--- config.mk ---
export PLATFORM = sky130hd
export DESIGN_NAME = blc_plane_accum
export DESIGN_NICKNAME = d
export VERILOG_FILES = /design/src/blc_pkg.sv /design/src/blc_plane_accum.sv
export SDC_FILE = /design/constraint.sdc
export NUM_CORES = 1
export LEC_CHECK = 0
export BUFFER_PORTS_ARGS = -buffer_cell sky130_fd_sc_hd__buf_2
export CORE_MARGIN = 4
export CORE_UTILIZATION = 30
export DETAILED_ROUTE_END_ITERATION = 8
export SETUP_SLACK_MARGIN = 0.15
export SKIP_LAST_GASP = 1
export SLEW_MARGIN = 0
export SYNTH_ARGS = -nofsm -noshare
export SYNTH_HDL_FRONTEND = slang
export SYNTH_SLANG_ARGS = --single-unit
--- constraint.sdc ---
create_clock -name aclk -period 2.4 [get_ports aclk]
set_input_delay 0.24 -clock aclk [delete_from_list [all_inputs] [get_ports aclk]]
set_output_delay 0.24 -clock aclk [all_outputs]
set_load 0.005 [all_outputs]
--- src/blc_pkg.sv ---
// ----------------------------------------------------------------------------
// blc_pkg: shared types and constants for the bit-plane cell update core
// Grid geometry, pixel and rule widths, command codes, and the control
// struct that the sequencer sends to the neighbor counting unit.
// ----------------------------------------------------------------------------
package blc_pkg;

    // Grid geometry: the pixel store holds MAX_ROWS x MAX_COLS entries.
    localparam int MAX_ROWS = 64;
    localparam int MAX_COLS = 64;
    localparam int ROW_W    = $clog2(MAX_ROWS);
    localparam int COL_W    = $clog2(MAX_COLS);
    localparam int ADDR_W   = ROW_W + COL_W;
    localparam int DEPTH    = MAX_ROWS * MAX_COLS;

    // Size registers are 7 bits wide.
    localparam int SIZE_W = 7;
    localparam logic [SIZE_W-1:0] MAX_ROWS_SZ = SIZE_W'(MAX_ROWS);
    localparam logic [SIZE_W-1:0] MAX_COLS_SZ = SIZE_W'(MAX_COLS);

    // Pixel and rule layout.
    localparam int PIX_W  = 24;
    localparam int CHAN_W = 8;
    localparam int RULE_W = 18;
    localparam int CNT_W  = 4;
    localparam int POS_W  = $clog2(RULE_W);
    localparam logic [RULE_W-1:0] RULE_RESET     = 18'h01808;
    localparam logic [POS_W-1:0]  SURVIVE_OFFSET = 5'd9;

    // Configuration port.
    localparam int CFG_IDX_W  = 2;
    localparam int CFG_DATA_W = RULE_W;

    typedef enum logic [CFG_IDX_W-1:0] {
        REG_RULE_WORD = 2'd0,
        REG_GRID_ROWS = 2'd1,
        REG_GRID_COLS = 2'd2
    } cfg_reg_t;

    // Input command codes, carried in s_tuser.
    typedef enum logic {
        CMD_WRITE = 1'b0,
        CMD_EVAL  = 1'b1
    } cmd_t;

    // Stream widths.
    localparam int S_DATA_W = 40;
    localparam int M_DATA_W = 24;

    // Control from the sequencer to the counting unit.
    typedef struct packed {
        logic load_self;
        logic add;
    } accum_ctl_t;

endpackage

--- src/blc_plane_accum.sv ---
// ----------------------------------------------------------------------------
// blc_plane_accum: shared neighbor counting unit
// Holds the center cell and one 4-bit neighbor counter per bit plane. Each
// neighbor pixel read from the store is added into all 24 counters at once;
// the rule lookup turns the counts into the next-generation color.
// ----------------------------------------------------------------------------
module blc_plane_accum (
    input  logic                      aclk,
    input  blc_pkg::accum_ctl_t       ctl,
    input  logic [blc_pkg::PIX_W-1:0]  pix_data,
    input  logic [blc_pkg::RULE_W-1:0] rule_word,
    output logic [blc_pkg::PIX_W-1:0]  next_color
);
    import blc_pkg::*;

    logic [PIX_W-1:0] self_reg;
    logic [CNT_W-1:0] count_reg [PIX_W];

    // Loading the center cell also clears the counters for a new cell.
    always_ff @(posedge aclk) begin
        if (ctl.load_self) begin
            self_reg <= pix_data;
            for (int b = 0; b < PIX_W; b++) begin
                count_reg[b] <= '0;
            end
        end else if (ctl.add) begin
            for (int b = 0; b < PIX_W; b++) begin
                count_reg[b] <= count_reg[b] + CNT_W'(pix_data[b]);
            end
        end
    end

    // Per-plane rule lookup: survival bits sit above the birth bits.
    always_comb begin
        logic [POS_W-1:0] pos;
        pos = '0;
        for (int b = 0; b < PIX_W; b++) begin
            pos = POS_W'(count_reg[b]) + (self_reg[b] ? SURVIVE_OFFSET : POS_W'(0));
            next_color[b] = rule_word[pos];
        end
    end

endmodule

==> qor.yml <==
dp_hpwl_mm: 21.00
slew_violations: 0
stdcell_area_um2: 15200
yosysUniqueCellTypes: 53
first_iter_violations: 622
min_period_over_period: 1.134
cpMaxStageDelayCell: "edfxtp_1"
setup_viol: 24
worstPathMaxFanout: 4
die_width_um: 206.9
vias: 9736
synth_top_area_frac: 0.3038
seq_area_um2: 3603
synth_area_leader_cell: "edfxtp_1"
placed_area_um2: 13010
postSynthCellCount: 1128
antenna_found_initial: 3
die_h_um: 206.9
worstPathCellList: "ha_4 -> nor2b_4 -> a2111oi_4 -> a2111oi_4 -> a311oi_2 -> o32ai_2 -> buf_4 -> buf_6"
port_buffers: 68
synth_area_um2: 11860
yosys_warnings: 0
critPathArrivalTime_ns: 2.48
yosysSeqAreaShare: 0.3038
p_leak_nw: 5.775
nets: 1418
ys_ff_latch: 120
viasPerCell: 5.454
avgSynthCellArea_um2: 10.52
fill_cells: 3667
synth_ff_type: "edfxtp_1"
fmaxAchievable_ghz: 0.3676
die_area_um2: 42790
largest_register_ffs: 96
powerDensity_nw_per_um2: 567.0
fin_skew_ns: 0.009589
crit_type: "reg -> out"
routed_wl_mm: 33.94
vdd_drop_max_uv: 532.4
grt_overflow: 0
violations: "negative setup slack"
htree_levels: 4
drtAntennaViolNets: 0
drive_above_1_share: 0.3389
critPathCaptureType: "output port"
wire_per_inst_um: 19.01
place_congestion: 0.8362
rsz0062_at_grt: "true"
cp_data_required_time_ns: 2.16
grt_pass1_wl_mm: 52.52
cts_made_buffers: 17
slowest_delay_ns: 0.45
route.detailed.drc: 0
status: "finished with violations"
grt_util_all_layers: 0.1567
area_growth_pct: 28.15
pre_cts_ws_ns: -0.05722
cts_tree: "built"
clk_latency_ns: 0.44
relSlewSlack: 0.5183
dr.pass1.iters: 5
min_path_type: "in -> reg"
fin_ws_ns: -0.3204
synth-edff-count: 120
initial_core_util: 0.3055
start_kind: "register"
row_count: 72
grt_max_degree: 39
clkSinkCount: 120
synth_top_cells_by_count: "120 x edfxtp_1, 120 x ha_1, 86 x nor2_1"
max-cap-violations: 0
finalHoldViolations: 0
first_global_vias: 9625
crit_top_cell: "a2111oi_4"
reg2reg_slack_ns: 0.85
multi_input_area_um2: 8837
tightest_slew_ns: 0.7225
clk_pin_slew_ns: 0.07
ioPinCount: 69
synth_area_leaders: "edfxtp_1 30%, mux4_2 15%, ha_1 13%"
cts_root_buffer: "clkbuf_16"
async_flop_share: 0
min_period_ns: 2.720
clockBufferDepth: 2
core_region_area_um2: 38830
syn_nets: 1293
[metrics by stage]
stage | setup TNS, ns | instances | hold slack (ns) | util | total power, W
after CTS | -5.410 | 1773 | 0.0004280 | 0.3831 | 0.008495
after global placement | -0.06593 | 1679 | 0.4394 | 0.3350 | 0.005482
after floorplan | 0 | 1128 | 0.3389 | - | 0.004702
final | -4.939 | 1785 | 0.01331 | 0.3915 | 0.008620
after detailed placement | -0.05722 | 1679 | 0.4414 | 0.3350 | 0.005527
after global routing | -7.194 | 1784 | 0.007919 | 0.3915 | 0.009074
[metal layers]
metal  vias up  GRT usage  part of all wire
li1       4563          -                 -
met1      4796     0.1933              0.42
met4         4    0.06728             0.035
met3        97    0.03156             0.052
met2       276     0.2673              0.49
met5         -          0           0.00080
[final cells by class]
| type | instances | share of cell area |
|---|---|---|
| Multi-Input combinational cell | 893 | 0.5813 |
| Timing Repair Buffer | 205 | 0.09827 |
| Tap cell | 518 | 0.04263 |
| Clock inverter | 15 | 0.008642 |
| Inverter | 16 | 0.003951 |
| Sequential cell | 120 | 0.2370 |
| Antenna cell | 1 | 0.0001646 |
| Clock buffer | 17 | 0.02798 |
[cell families after synthesis]
logic type,after synthesis,share of synthesized area
muxes,160,0.2198
AOI/OAI and AO/OA,173,0.09693
xor gates and xnor gates,82,0.06118
DFF,120,0.3038
buffers and inverters,115,0.03860
adders and majority gates,120,0.1266
and+or+nand+nor,358,0.1531
[critical path, delay by kind of cell (launching register included)]
family / cells / cell delay, ns
AND/OR/NAND/NOR: 1 / 0.06
buffers and inverters: 2 / 0.25
AO/OA/AOI/OAI: 4 / 0.90
adder cells (fa/ha/maj): 1 / 0.36
flip-flops: 1 / 0.45
[report_power, final]
group          leakage, nW  switching [W]  internal [W]
registers             1.29       0.000230       0.00251
clock network        0.261        0.00104       0.00142
logic                 4.22        0.00154       0.00188
total                 5.78        0.00281       0.00581
[timing repair]
item,in CTS,in global routing
buffers inserted,46,11
hold buffers,16,0
resized for setup,122,42
setup endpoints to repair,24,24
pin swaps,68,55
hold endpoints to repair,16,0
[path summary, 6_finish.rpt]
check	depth (start not counted)	from	end
setup / recovery	8	count_reg[5][8]	next_color[22]
hold / removal	1	pix_data[1]	self_reg[1]
setup reg to reg	6	count_reg[2][12]	count_reg[2][14]
hold reg to reg	2	count_reg[0][7]	count_reg[0][7]
[cell usage in the layout, fill, tap and decap left out, drive strengths merged, types with 7 or more instances in the layout]
master / Yosys / final
mux2i: 70 / 70
a21oi: 48 / 48
and2: 53 / 53
clkinv: 0 / 8
mux4: 79 / 79
dlygate4sd3: 0 / 16
nor3: 28 / 28
inv: 16 / 17
xnor2: 29 / 29
o32ai: 10 / 10
nand3: 76 / 76
o2111ai: 7 / 7
edfxtp: 120 / 120
nand2b: 9 / 9
nand2: 43 / 43
or3: 12 / 12
ha: 120 / 120
a211oi: 10 / 10
and3: 7 / 7
o21ai: 30 / 30
buf: 20 / 189
nor2: 86 / 86
nor2b: 24 / 24
o22ai: 10 / 10
mux2: 11 / 11
clkbuf: 79 / 17
xor2: 53 / 53
a31oi: 11 / 11
Note: power is estimated with default switching activity, not from simulation.
